===== config.mk =====
export PLATFORM = sky130hd
export DESIGN_NAME = lowest_free_node_allocator_core
export DESIGN_NICKNAME = d
export VERILOG_FILES = /design/src/design/lfna_pkg.sv /design/src/design/lfna_ram.sv /design/src/design/lfna_datapath.sv /design/src/design/lfna_ctrl.sv /design/src/design/lowest_free_node_allocator_core.sv
export VERILOG_INCLUDE_DIRS = /design/src /design/src/design
export SDC_FILE = /design/constraint.sdc
export NUM_CORES = 1
export LEC_CHECK = 0
export ABC_AREA = 1
export BUFFER_PORTS_ARGS = -buffer_cell sky130_fd_sc_hd__clkbuf_2
export CORE_ASPECT_RATIO = 1.5
export CORE_UTILIZATION = 60
export CTS_CLUSTER_SIZE = 14
export DETAILED_ROUTE_END_ITERATION = 8
export HOLD_SLACK_MARGIN = 0.03
export PLACE_DENSITY = 0.76
export SLEW_MARGIN = 40
export SYNTH_ARGS = -nofsm -noshare
export SYNTH_HDL_FRONTEND = slang
export SYNTH_SLANG_ARGS = --single-unit

===== constraint.sdc =====
create_clock -name clk -period 5.2 [get_ports clk]
set_input_delay 0.26 -clock clk [delete_from_list [all_inputs] [get_ports clk]]
set_output_delay 0.26 -clock clk [all_outputs]
set_load 0.005 [all_outputs]

===== src/design/lowest_free_node_allocator_core_defines.svh =====
// Assertion macros used by the allocator top level.
// No dependencies; expects clk and rst_n in the including scope.
`ifndef LOWEST_FREE_NODE_ALLOCATOR_CORE_DEFINES_SVH
`define LOWEST_FREE_NODE_ALLOCATOR_CORE_DEFINES_SVH

// Same-cycle implication, disabled while in reset.
`define LFNA_ASSERT_NOW(name, ante, cons, msg) \
  name: assert property (@(posedge clk) disable iff (!rst_n) (ante) |-> (cons)) \
    else $error(msg);

// Next-cycle implication, disabled while in reset.
`define LFNA_ASSERT_NEXT(name, ante, cons, msg) \
  name: assert property (@(posedge clk) disable iff (!rst_n) (ante) |=> (cons)) \
    else $error(msg);

`endif


===== src/design/lfna_pkg.sv =====
// Types and constants of the lowest-free node allocator.
// No dependencies; used by the datapath, the controller and the top level.
package lfna_pkg;

  localparam int WORD_W = 32;  // bitmap row width
  localparam int OFS_W  = 5;   // bit offset within a row
  localparam int ID_W   = 10;  // node id field width
  localparam int CNT_W  = 11;  // node count register width

  typedef enum logic {
    OP_ALLOC = 1'b0,
    OP_FREE  = 1'b1
  } op_t;

  typedef enum logic [1:0] {
    ST_DONE     = 2'd0,
    ST_IGNORED  = 2'd1,
    ST_NO_SPACE = 2'd2
  } status_t;

  typedef struct packed {
    op_t             opcode;
    logic [ID_W-1:0] node_id;
  } in_item_t;

  typedef struct packed {
    logic [ID_W-1:0] granted_id;
    status_t         status;
    logic [ID_W-1:0] top_mark;
    logic            hint_valid;
    logic [ID_W-1:0] hint_id;
  } out_item_t;

  // controller -> datapath
  typedef struct packed {
    logic clr_step;  // write one row of the reset sweep
    logic start;     // capture an input transaction
    logic rd;        // read the current bitmap row
    logic eval;      // row data valid: update state
    logic finish;    // load the output register
  } dp_cmd_t;

  // datapath -> controller
  typedef struct packed {
    logic clr_last;  // sweep is on its last row
    logic more;      // scan continues with the next row
  } dp_sts_t;

endpackage


===== src/design/lfna_ram.sv =====
// Generic single-write, single-read RAM with registered read data.
// No dependencies.
module lfna_ram #(
  parameter int WIDTH = 32,
  parameter int DEPTH = 32
) (
  input  logic                                   clk,
  input  logic                                   we,
  input  logic [((DEPTH > 1) ? $clog2(DEPTH) : 1)-1:0] waddr,
  input  logic [WIDTH-1:0]                       wdata,
  input  logic                                   re,
  input  logic [((DEPTH > 1) ? $clog2(DEPTH) : 1)-1:0] raddr,
  output logic [WIDTH-1:0]                       rdata
);

  logic [WIDTH-1:0] mem_r [DEPTH];

  always_ff @(posedge clk) begin
    if (we) begin
      mem_r[waddr] <= wdata;
    end
    if (re) begin
      rdata <= mem_r[raddr];
    end
  end

endmodule


===== src/design/lfna_datapath.sv =====
// Allocator datapath: bitmap RAM, hint, high-water mark, row scan, result.
// Depends on lfna_pkg and lfna_ram.
module lfna_datapath #(
  parameter int NODES = 1024
) (
  input  logic                      clk,
  input  logic                      rst_n,
  input  lfna_pkg::dp_cmd_t         cmd,
  output lfna_pkg::dp_sts_t         sts,
  input  lfna_pkg::in_item_t        in_data,
  input  logic                      cfg_we,
  input  logic [lfna_pkg::CNT_W-1:0] cfg_data,
  output lfna_pkg::out_item_t       out_data
);
  import lfna_pkg::*;

  localparam int ROWS = (NODES + WORD_W - 1) / WORD_W;
  localparam int RW   = (ROWS > 1) ? $clog2(ROWS) : 1;
  localparam int XW   = RW + OFS_W;
  localparam int EW   = (XW + 1 > CNT_W) ? XW + 1 : CNT_W;
  localparam int SW   = OFS_W + 1;

  // control state
  logic [CNT_W-1:0] count_cfg_r, count_cfg_nxt;
  logic [XW-1:0]    hw_r, hw_nxt;
  logic [XW-1:0]    hint_r, hint_nxt;
  logic             hint_vld_r, hint_vld_nxt;
  logic [RW-1:0]    row_r, row_nxt;
  logic             first_r, first_nxt;
  // per-transaction payload
  op_t              op_r, op_nxt;
  logic [ID_W-1:0]  id_r, id_nxt;
  logic             hmode_r, hmode_nxt;
  logic [XW-1:0]    grant_r, grant_nxt;
  logic [XW-1:0]    res_granted_r, res_granted_nxt;
  status_t          res_status_r, res_status_nxt;
  out_item_t        out_r, out_nxt;

  logic              ram_we;
  logic [WORD_W-1:0] ram_wdata, ram_rdata;

  logic [EW-1:0]     eff_cnt;
  logic [XW-1:0]     tgt_idx, start_idx;
  logic [WORD_W-1:0] tmask;
  logic              free_ok, ext_ok, grow;
  logic [RW-1:0]     hw_row;
  logic [SW-1:0]     start_bit;
  logic [WORD_W-1:0] lo_mask, hi_mask, cand, lowest;
  logic [OFS_W-1:0]  pos;
  logic              found, more;

  lfna_ram #(.WIDTH(WORD_W), .DEPTH(ROWS)) u_map (
    .clk  (clk),
    .we   (ram_we),
    .waddr(row_r),
    .wdata(ram_wdata),
    .re   (cmd.rd),
    .raddr(row_r),
    .rdata(ram_rdata)
  );

  // node count clamped to 1..NODES
  always_comb begin
    if (count_cfg_r == '0) begin
      eff_cnt = EW'(1);
    end else if (EW'(count_cfg_r) > EW'(NODES)) begin
      eff_cnt = EW'(NODES);
    end else begin
      eff_cnt = EW'(count_cfg_r);
    end
  end

  always_comb begin
    if (op_r == OP_FREE) begin
      tgt_idx = XW'(id_r);
    end else if (hmode_r) begin
      tgt_idx = grant_r;
    end else begin
      tgt_idx = hw_r + XW'(1);
    end
  end

  always_comb begin
    if (in_data.opcode == OP_FREE) begin
      start_idx = XW'(in_data.node_id);
    end else if (hint_vld_r) begin
      start_idx = hint_r;
    end else begin
      start_idx = hw_r + XW'(1);
    end
  end

  assign tmask   = WORD_W'(1) << tgt_idx[OFS_W-1:0];
  assign free_ok = (EW'(id_r) < eff_cnt) && ((ram_rdata & tmask) != '0);
  assign ext_ok  = (EW'(hw_r) + EW'(1)) < eff_cnt;
  assign grow    = (grant_r >= hw_r) && ((EW'(hw_r) + EW'(1)) < EW'(NODES));
  assign hw_row  = hw_r[XW-1:OFS_W];

  // scan window: above the grant in the first row, up to the mark
  assign start_bit = first_r ? (SW'(grant_r[OFS_W-1:0]) + SW'(1)) : '0;
  assign lo_mask   = {WORD_W{1'b1}} << start_bit;
  always_comb begin
    if (row_r > hw_row) begin
      hi_mask = '0;
    end else if (row_r == hw_row) begin
      hi_mask = {WORD_W{1'b1}} >> (OFS_W'(WORD_W - 1) - hw_r[OFS_W-1:0]);
    end else begin
      hi_mask = {WORD_W{1'b1}};
    end
  end

  assign cand   = ~ram_rdata & lo_mask & hi_mask;
  assign lowest = cand & (~cand + WORD_W'(1));
  assign found  = |cand;

  always_comb begin
    pos = '0;
    for (int i = 0; i < WORD_W; i++) begin
      if (lowest[i]) begin
        pos = pos | OFS_W'(i);
      end
    end
  end

  assign more         = (op_r == OP_ALLOC) && hmode_r && !found && (row_r < hw_row);
  assign sts.more     = more;
  assign sts.clr_last = (row_r == RW'(ROWS - 1));

  always_comb begin
    ram_we    = 1'b0;
    ram_wdata = ram_rdata | tmask;
    if (cmd.clr_step) begin
      ram_we    = 1'b1;
      ram_wdata = (row_r == '0) ? WORD_W'(1) : '0;
    end else if (cmd.eval && first_r) begin
      if (op_r == OP_FREE) begin
        ram_we    = free_ok;
        ram_wdata = ram_rdata & ~tmask;
      end else if (hmode_r) begin
        ram_we = 1'b1;
      end else begin
        ram_we = ext_ok;
      end
    end
  end

  always_comb begin
    count_cfg_nxt   = count_cfg_r;
    hw_nxt          = hw_r;
    hint_nxt        = hint_r;
    hint_vld_nxt    = hint_vld_r;
    row_nxt         = row_r;
    first_nxt       = first_r;
    op_nxt          = op_r;
    id_nxt          = id_r;
    hmode_nxt       = hmode_r;
    grant_nxt       = grant_r;
    res_granted_nxt = res_granted_r;
    res_status_nxt  = res_status_r;
    out_nxt         = out_r;

    if (cfg_we) begin
      count_cfg_nxt = cfg_data;
    end

    if (cmd.clr_step) begin
      row_nxt = row_r + RW'(1);
    end

    if (cmd.start) begin
      op_nxt    = in_data.opcode;
      id_nxt    = in_data.node_id;
      first_nxt = 1'b1;
      hmode_nxt = hint_vld_r;
      grant_nxt = hint_r;
      row_nxt   = start_idx[XW-1:OFS_W];
    end

    if (cmd.eval) begin
      if (op_r == OP_FREE) begin
        res_granted_nxt = '0;
        if (free_ok) begin
          res_status_nxt = ST_DONE;
          if (!hint_vld_r || (tgt_idx < hint_r)) begin
            hint_nxt     = tgt_idx;
            hint_vld_nxt = 1'b1;
          end
          if ((tgt_idx == hw_r) && (hw_r != '0)) begin
            hw_nxt = hw_r - XW'(1);
          end
        end else begin
          res_status_nxt = ST_IGNORED;
        end
      end else if (!hmode_r) begin
        hint_nxt     = '0;
        hint_vld_nxt = 1'b0;
        if (ext_ok) begin
          hw_nxt          = tgt_idx;
          res_granted_nxt = tgt_idx;
          res_status_nxt  = ST_DONE;
        end else begin
          res_granted_nxt = '0;
          res_status_nxt  = ST_NO_SPACE;
        end
      end else begin
        res_granted_nxt = grant_r;
        res_status_nxt  = ST_DONE;
        first_nxt       = 1'b0;
        if (more) begin
          row_nxt = row_r + RW'(1);
        end else begin
          if (found) begin
            hint_nxt     = {row_r, pos};
            hint_vld_nxt = 1'b1;
          end else begin
            hint_nxt     = '0;
            hint_vld_nxt = 1'b0;
          end
          if (grow) begin
            hw_nxt = hw_r + XW'(1);
          end
        end
      end
    end

    if (cmd.finish) begin
      out_nxt.granted_id = ID_W'(res_granted_r);
      out_nxt.status     = res_status_r;
      out_nxt.top_mark   = ID_W'(hw_r);
      out_nxt.hint_valid = hint_vld_r;
      out_nxt.hint_id    = hint_vld_r ? ID_W'(hint_r) : '0;
    end
  end

  always_ff @(posedge clk) begin
    if (!rst_n) begin
      count_cfg_r  <= CNT_W'(1024);
      hw_r         <= '0;
      hint_r       <= '0;
      hint_vld_r   <= 1'b0;
      row_r        <= '0;
      first_r      <= 1'b0;
    end else begin
      count_cfg_r  <= count_cfg_nxt;
      hw_r         <= hw_nxt;
      hint_r       <= hint_nxt;
      hint_vld_r   <= hint_vld_nxt;
      row_r        <= row_nxt;
      first_r      <= first_nxt;
    end
  end

  always_ff @(posedge clk) begin
    op_r          <= op_nxt;
    id_r          <= id_nxt;
    hmode_r       <= hmode_nxt;
    grant_r       <= grant_nxt;
    res_granted_r <= res_granted_nxt;
    res_status_r  <= res_status_nxt;
    out_r         <= out_nxt;
  end

  assign out_data = out_r;

endmodule


===== src/design/lfna_ctrl.sv =====
// Allocator controller: reset sweep, request sequencing, output valid.
// Depends on lfna_pkg.
module lfna_ctrl (
  input  logic              clk,
  input  logic              rst_n,
  input  logic              in_valid,
  output logic              in_stall,
  output logic              out_valid,
  input  logic              out_stall,
  input  lfna_pkg::dp_sts_t sts,
  output lfna_pkg::dp_cmd_t cmd
);
  import lfna_pkg::*;

  typedef enum logic [4:0] {
    S_CLEAR = 5'b00001,
    S_IDLE  = 5'b00010,
    S_READ  = 5'b00100,
    S_EVAL  = 5'b01000,
    S_FIN   = 5'b10000
  } state_t;

  state_t state_r, state_nxt;
  logic   out_valid_r, out_valid_nxt;
  logic   out_free;

  assign out_free = !out_valid_r || !out_stall;

  always_comb begin
    state_nxt = state_r;
    cmd       = '0;
    in_stall  = 1'b1;
    case (state_r)
      S_CLEAR: begin
        cmd.clr_step = 1'b1;
        if (sts.clr_last) begin
          state_nxt = S_IDLE;
        end
      end
      S_IDLE: begin
        in_stall = 1'b0;
        if (in_valid) begin
          cmd.start = 1'b1;
          state_nxt = S_READ;
        end
      end
      S_READ: begin
        cmd.rd    = 1'b1;
        state_nxt = S_EVAL;
      end
      S_EVAL: begin
        cmd.eval  = 1'b1;
        state_nxt = sts.more ? S_READ : S_FIN;
      end
      S_FIN: begin
        if (out_free) begin
          cmd.finish = 1'b1;
          state_nxt  = S_IDLE;
        end
      end
      default: begin
        state_nxt = S_CLEAR;
      end
    endcase
  end

  always_comb begin
    out_valid_nxt = out_valid_r && out_stall;
    if (cmd.finish) begin
      out_valid_nxt = 1'b1;
    end
  end

  always_ff @(posedge clk) begin
    if (!rst_n) begin
      state_r     <= S_CLEAR;
      out_valid_r <= 1'b0;
    end else begin
      state_r     <= state_nxt;
      out_valid_r <= out_valid_nxt;
    end
  end

  assign out_valid = out_valid_r;

endmodule


===== src/design/lowest_free_node_allocator_core.sv =====
// Lowest-free node allocator, top level.
// Depends on lfna_pkg, lfna_ctrl, lfna_datapath, lfna_ram and the defines header.
//
// Usage:
// - Input channel (in_valid/in_stall/in_data): one allocate or free request per
//   transaction. Output channel (out_valid/out_stall/out_data): exactly one
//   result per request, in request order.
// - Configuration channel (cfg_valid/cfg_ready/cfg_data): writes the node count.
//   cfg_ready is always high; write only while no request is in flight.
// - Steps: accept, row read, evaluate, output load; out_valid rises with the
//   output register load. An allocate from the hint scans the used bitmap one
//   32-node row at a time (RAM read, then evaluate), from the granted node up
//   to the high-water mark, repeating both steps for each row past the grant row.
// - Flow: one request at a time; the next request is accepted the cycle
//   after the output register is loaded.
// - Reset: a sweep writes every bitmap row (node 0 used, rest free), one row a
//   cycle, all ceil(NODES / 32) rows with in_stall high. Config writes are taken.
// - Output stall: the finished result waits in the output register; a new
//   request is still accepted, and only its own result waits for the register.
`include "lowest_free_node_allocator_core_defines.svh"

module lowest_free_node_allocator_core #(
  parameter int NODES = 1024
) (
  input  logic                       clk,
  input  logic                       rst_n,
  // request channel
  input  logic                       in_valid,
  output logic                       in_stall,
  input  lfna_pkg::in_item_t         in_data,
  // result channel
  output logic                       out_valid,
  input  logic                       out_stall,
  output lfna_pkg::out_item_t        out_data,
  // configuration channel
  input  logic                       cfg_valid,
  output logic                       cfg_ready,
  input  logic [lfna_pkg::CNT_W-1:0] cfg_data
);
  import lfna_pkg::*;

  dp_cmd_t cmd;
  dp_sts_t sts;

  // register write is a single flop load, never blocked
  assign cfg_ready = 1'b1;

  lfna_ctrl u_ctrl (
    .clk      (clk),
    .rst_n    (rst_n),
    .in_valid (in_valid),
    .in_stall (in_stall),
    .out_valid(out_valid),
    .out_stall(out_stall),
    .sts      (sts),
    .cmd      (cmd)
  );

  lfna_datapath #(.NODES(NODES)) u_dp (
    .clk     (clk),
    .rst_n   (rst_n),
    .cmd     (cmd),
    .sts     (sts),
    .in_data (in_data),
    .cfg_we  (cfg_valid && cfg_ready),
    .cfg_data(cfg_data),
    .out_data(out_data)
  );

  // one request in flight: the cycle after an accept the input is stalled
  `LFNA_ASSERT_NEXT(a_single_in_flight, in_valid && !in_stall, in_stall, "request accepted while busy")

  // only a successful allocate carries a granted node
  `LFNA_ASSERT_NOW(a_grant_zero, out_valid && (out_data.status != ST_DONE), out_data.granted_id == '0, "nonzero grant on failed request")

  // no hint means hint_id reads as zero
  `LFNA_ASSERT_NOW(a_hint_zero, out_valid && !out_data.hint_valid, out_data.hint_id == '0, "hint id set without hint")

endmodule


# Yosys cells after proc, flatten, opt, wreduce, memory -nomap -nowiden

Memories as Yosys holds them, arrays and structs flattened. A register that Yosys moved wholly into a read port is not among the register bits.
Cells that the tools add are included.

Word-level logic and storage cells: 276
Input port bits: 27
Memory bits (writable): 1024
Output and inout bits: 36
Memories kept: 1
Flip-flop bits (word level): 111

Memories:

| memory           | words | bits a word | rd ports | clocked after Yosys merged registers in | write ports | line           | text |
|---|---|---|---|---|---|---|---|
| u_dp.u_map.mem_r | 32    | 32          | 1        | 1                                       | 1           | lfna_ram.sv:16 | `logic [WIDTH-1:0] mem_r [DEPTH];` |

Bitwise logic cells: 10
Order comparisons: 8
Add/sub/neg operators: 7
Muxes and demuxes: 189
Reductions and logical operators: 22
Shift operators: 3
Eq/ne operators: 17

Operators by type and width:

| operator                                                             | number |
|---|---|
| 10-bit 2-to-1 mux                                                    | 61 |
| 32-bit 2-to-1 mux                                                    | 9 |
| 5-bit 2-to-1 mux                                                     | 35 |
| 32-bit bitwise AND                                                   | 5 |
| 32-bit NOT                                                           | 3 |
| 1-bit 2-to-1 mux                                                     | 54 |
| 11-bit 2-to-1 mux                                                    | 3 |
| 32-bit by 1-bit adder with 32-bit output (second input constant)     | 1 |
| 4-bit 2-to-1 mux                                                     | 8 |
| 32-bit OR                                                            | 1 |
| 32-bit nonzero test                                                  | 1 |
| 32-bit OR reduction                                                  | 1 |
| 1-bit by 5-bit left shift with 32-bit output (first input constant)  | 1 |
| 32-bit by 6-bit left shift with 32-bit output (first input constant) | 1 |
| 32-bit by 5-bit >> shifter with 32-bit output (first input constant) | 1 |
| 2-bit 2-to-1 mux                                                     | 13 |
| 5-bit one-hot mux with 5 select lines                                | 1 |
| 3-bit 2-to-1 mux                                                     | 4 |
| 4-bit != test (second input constant)                                | 3 |
| 10-bit by 1-bit adder with 11-bit output (second input constant)     | 1 |
| 11-bit greater-than comparator (second input constant)               | 1 |
| 11-bit zero test                                                     | 1 |
| 10-bit by 11-bit < comparator with 1-bit output                      | 1 |
| 11-bit < comparator                                                  | 1 |
| other kinds (30)                                                     | 45 |

# Logic depth before layout (Yosys ltp)

Word-level depth: 54
Mapped depth: 25
Depth with buffers taken out: 22

# Modules after synthesis

From an unflattened synthesis, not the netlist that was laid out.

Cell total of the unflattened synthesis: 5028
Area total of the unflattened synthesis: 52534.1 um^2

By module, submodules not included:

| module                          | area each (um^2) | cells each | seq. area each (um^2) | times used |
|---|---|---|---|---|
| lfna_ram                        | 42726.0          | 3536       | 31710.4               | 1 |
| lfna_datapath                   | 9445.3           | 1439       | 2772.7                | 1 |
| lfna_ctrl                       | 351.6            | 51         | 120.1                 | 1 |
| lowest_free_node_allocator_core | 11.3             | 2          | 0.0                   | 1 |

# Worst setup path before layout

OpenSTA, ideal clock, no wires.

Path type: flip-flop to flip-flop
Start point: reg u_dp.hw_r[0]
End point: mem u_dp.u_map.mem_r[0][0] (enable)
Library setup time: 0.421 ns
Cell stages (with the launch flop): 24
Setup slack: 0.751 ns
Arrival time: 4.027 ns
Data required time: 4.779 ns
Path buffers: 1
Cells stage by stage: dfxtp_1 -> ha_1 -> inv_1 -> ha_1 -> nand2_1 -> nand3_1 -> nand2_4 -> buf_6 -> nand3_2 -> inv_2 -> nand2_1 -> nor2_2 -> nand2_1 -> nand2_1 -> nor2_1 -> nand2_1 -> nor2_1 -> nand2_1 -> nand2_1 -> nand2_4 -> nand2_2 -> o21ai_4 -> nand2_4 -> nor2_1

Cells in the longest elaborated chain, start to end: 16
Elaborated cells between the ends (all ways): 22
Those cells by class: add/sub (2); order compare (1); shift (1); mux (15); bitwise (1); reduce/logical (2)

RTL lines:

| item                                                                                             | line                 | text |
|---|---|---|
| from (decl)                                                                                      | lfna_datapath.sv:25  | `logic [XW-1:0] hw_r, hw_nxt;` |
| from (signal assigned)                                                                           | lfna_datapath.sv:245 | `hw_r <= hw_nxt;` |
| parallel branches: the longest is 8 deep, another holds 10-bit by 1-bit adder with 11-bit output | -                    |  |
| 1-bit 2-to-1 mux (*)                                                                             | lfna_datapath.sv:136 | `if (op_r == OP_FREE) begin` |
| 1-bit 2-to-1 mux (*)                                                                             | lfna_datapath.sv:135 | `end else if (cmd.eval && first_r) begin` |
| 1-bit 2-to-1 mux (*)                                                                             | lfna_datapath.sv:132 | `if (cmd.clr_step) begin` |
| 1-bit 2-to-1 mux (*)                                                                             | lfna_datapath.sv:135 |  |
| 1-bit 2-to-1 mux (*) (2 in series)                                                               | lfna_datapath.sv:132 |  |
| 1-bit 2-to-1 mux (*)                                                                             | lfna_ram.sv:19       | `if (we) begin` |
| 1-bit 2-to-1 mux (implied by the code) (*)                                                       | lfna_ram.sv:20       | `mem_r[waddr] <= wdata;` |
| to (decl)                                                                                        | lfna_ram.sv:16       |  |

Mark *: on every way between the ends. The select of a mux whose other input is x is not followed.

# Worst setup path after layout

Start point: reg u_dp.hw_r[0]
End point: mem u_dp.u_map.mem_r[27][3] (enable)

The elaborated chain is that of the path after synthesis.

==> run metrics <==
status finished clean; synthesized area 49700 µm²; syn nets 4294; sequential share of power 48.8%; Distinct cells, synth 53; Max-Cap Viols 0; routed length per instance 24.9 µm; r2r worst-path depth 21; core area 82300 µm²; largest net degree at the start of global routing 191; H-tree depth 3; Top-Level Pins 63; type of the worst min-delay path in -> reg; crit share post-route 92.7%; Post-CTS Resized 0; die width 237 µm; Worst Skew 0.0501 ns; Worst-Margin Slew 0.912 ns; Startpoint Class flop; Fill cells 5754; Worst VDD drop 0.000414 V; Final Slew Violations 0; vias in the first global route 33200; share of layout cells above drive strength 1 11.1%; CTS clk-pin slew, worst paths 0.06 ns; total negative setup slack 0 ns; register area share after synthesis 69.6%; row count 129; first-pass GRT wire length 200 mm; Tot Pwr 22200 µW; peak per-stage delay on the critical path 0.59 ns; Die Span Y 355 µm; Hold Buf Count CTS 35; worst path arrival time 5.21 ns; Final Hold Fails 0; RSZ-0062 raised after global routing no; Clock Tree Root clkbuf_16; starting density of the core 60.4%; CTS Buf Count 103; maximum clock rate 207 MHz; DRC viols 0; warning count from the yosys run 0; CP max stage cell dfxtp_1; initial antenna violation count 0; CP Max Fanout 17; HPWL Detailed 88.3 mm; DRT iter0 DRCs 3797; Post-synth ARST share 0%; Crit Path Class reg -> reg; Worst setup EP type flop; Combinational Power Share 18.7%; Seq cells post-synth 1167; critical-path cell list ha_1, inv_1, ha_1, nand2_1, nand3_1, nand2_4, nand3_1, inv_2, nand4_1, nand2_1, nor2_1, nand2_1, nor2_1, nand2_1, nand2_1, nand2_4, nand2_2, o21ai_4, nand2_4, nor2_4, buf_8; Bufs on Longest Clock Path 3; hold path cells 3; Clk Latency, worst-skew pair 0.71 ns; Non-Filler Cell Area, Final 55900 µm²; post-route ant nets 0; Synth Area per Inst 11.8 µm²; Ant. Diodes 0; WL met1 47.7 mm; Mapped Cells 4211; top_reg_cell synth edfxtp_1; sw frac 28.5%; Pint 15900 µW; EDFF count, synth 1123; Via Count 34400; Routability Congestion 0.950; # port buffers 61; Die Footprint 84100 µm²; Psw 6310 µW; Leak 0.0196 µW; overall routing resource usage 32.0%; post-CTS setup buffers 0; Slew HR 39.1%; Detailed Route WL 134 mm; most used cell, CP nand2_1; CTS tree done; Final min period 4.82 ns; Worst EP required 5.59 ns; max layer used met4; met2 WL 70.0 mm; Pwr per Cell Area 397 nW/µm²; Final Net Count 4365; placed cell area 52400 µm²; Vias per Instance 6.37; Pre-Repair DR Iteration Count 6; Setup-failing EPs final 0; Layout area overhead 12.4%; met3 WL 9.27 mm; # clock sinks 1167; grt ovf 0; clock network fraction of design power 32.5%
-- kinds of logic (layout without fill, tap and decap cells) --
| group | after synthesis | count (layout) | share of synthesized area [%] |
|---|---|---|---|
| and+or+nand+nor | 1399 | 1399 | 12.0 |
| DFF | 1167 | 1167 | 69.6 |
| AOI/OAI and AO/OA | 1138 | 1138 | 13.3 |
| buffers and inverters | 441 | 583 | 3.56 |
| adders and majority gates | 56 | 56 | 1.41 |
| xor gates and xnor gates | 9 | 9 | 0.158 |
| other | 1 | 1 | 0.00754 |
-- registers in the layout (all words and copies together), names as in the netlist, 2 cells and up --
name and cells:
u_dp.grant_r 10, u_dp.hw_r 10, u_dp.out_data 33, u_dp.hint_r 10, u_dp.u_map.mem_r 1024, u_dp.id_r 10, u_dp.u_map.rdata 32, u_dp.count_cfg_r 11
u_dp.res_status_r 2, u_dp.row_r 5, u_dp.res_granted_r 10, u_ctrl.state_r 5
-- synthesized netlist by cell type (11+ instances only) --
master    number  share of area, %
nor2_2        14              0.18
edfxtp_1    1123                68
buf_2         13              0.13
a22o_1        63               1.1
inv_1        175               1.3
nand4_1       37              0.47
a221oi_1      64               1.1
nand2_1      362               2.7
clkbuf_1     209               1.6
o21ai_1       21              0.21
nand3_1      124               1.2
a31oi_1       15              0.19
a21oi_1       86              0.87
nand2_2       15              0.19
nor3_1        20              0.20
ha_1          56               1.4
dfxtp_1       44               1.8
o21ai_0      602               6.1
buf_1         11             0.083
inv_2         17              0.13
o22ai_1      260               3.3
nor2_4        13              0.29
nor2_1       767               5.8
-- through the flow --
step	hold WS [ns]	utilization [%]	setup slack (ns)	cells
2_1_floorplan	0.359	-	0.751	4211
4_1_cts	0.153	67.8	0.435	5395
3_3_place_gp	0.403	62.6	0.375	5137
3_5_place_dp	0.405	63.6	0.474	5184
5_1_grt	0.224	67.9	0.228	5401
6_report	0.185	67.9	0.380	5401
-- worst paths after layout --
check                             start                       to  slack (ns)
setup / recovery           u_dp.hw_r[0]  u_dp.u_map.mem_r[27][3]        0.38
hold / removal                cfg_valid      u_dp.count_cfg_r[0]        0.18
setup reg to reg           u_dp.hw_r[0]  u_dp.u_map.mem_r[27][3]        0.38
hold reg to reg   u_dp.res_granted_r[1]        u_dp.out_data[24]        0.42
-- worst max-delay path, delay by kind of cell, from the launching register on --
kind | cells | cell delay [ns]
AO/OA/AOI/OAI | 1 | 0.33
adder cells (fa/ha/maj) | 2 | 0.70
buffers and inverters | 3 | 0.46
flip-flops | 1 | 0.59
AND/OR/NAND/NOR | 15 | 2.40
-- layer usage --
layer	up-vias	track usage (%)
met2	1734	56.7
met5	-	0
met4	0	17.0
li1	15600	-
met3	356	4.17
met1	16800	37.9
-- cell type report --
cell class,instances,area (µm²),area share (%)
multi-input cells,2603,14000,25.0
inverters,192,733,1.31
clock buffers,135,2780,4.97
repair buffers,215,2190,3.92
flip-flops and latches,1167,34600,61.9
clock inverters,41,323,0.577
well taps,1048,1310,2.34
-- power by group through the flow --
| stage | sequential (µW) | combinational (µW) | clock, µW |
|---|---|---|---|
| global route | 10800 | 4490 | 7610 |
| finish | 10800 | 4150 | 7210 |
| floorplan | 11000 | 2620 | 0 |
| detailed placement | 11000 | 4020 | 0 |
| global placement | 11000 | 3850 | 0 |
| CTS | 10800 | 4070 | 7270 |
-- cell usage in the layout (no fill, tap or decap), drive strengths merged --
master       netlist  layout
a211oi             3       3
a21boi             2       2
a21oi             89      89
a221oi            64      64
a22o              63      63
a2bb2oi            1       1
a31oi             15      15
a41o               1       1
and2               5       5
buf               40     119
bufinv             0       4
clkbuf           209     196
clkinv             0      32
clkinvlp           0       1
conb               1       1
dfxtp             44      44
dlygate4sd3        0      35
edfxtp          1123    1123
ha                56      56
inv              192     196
nand2            387     387
nand3            135     135
nand3b             9       9
nand4             38      38
nor2             794     794
nor3              21      21
nor4               5       5
o211ai             5       5
o21a               4       4
o21ai            625     625
o21bai             3       3
o221a              1       1
o221ai             2       2
o22ai            260     260
or2                5       5
xor2               9       9
Power figures use the tool's default switching activity.
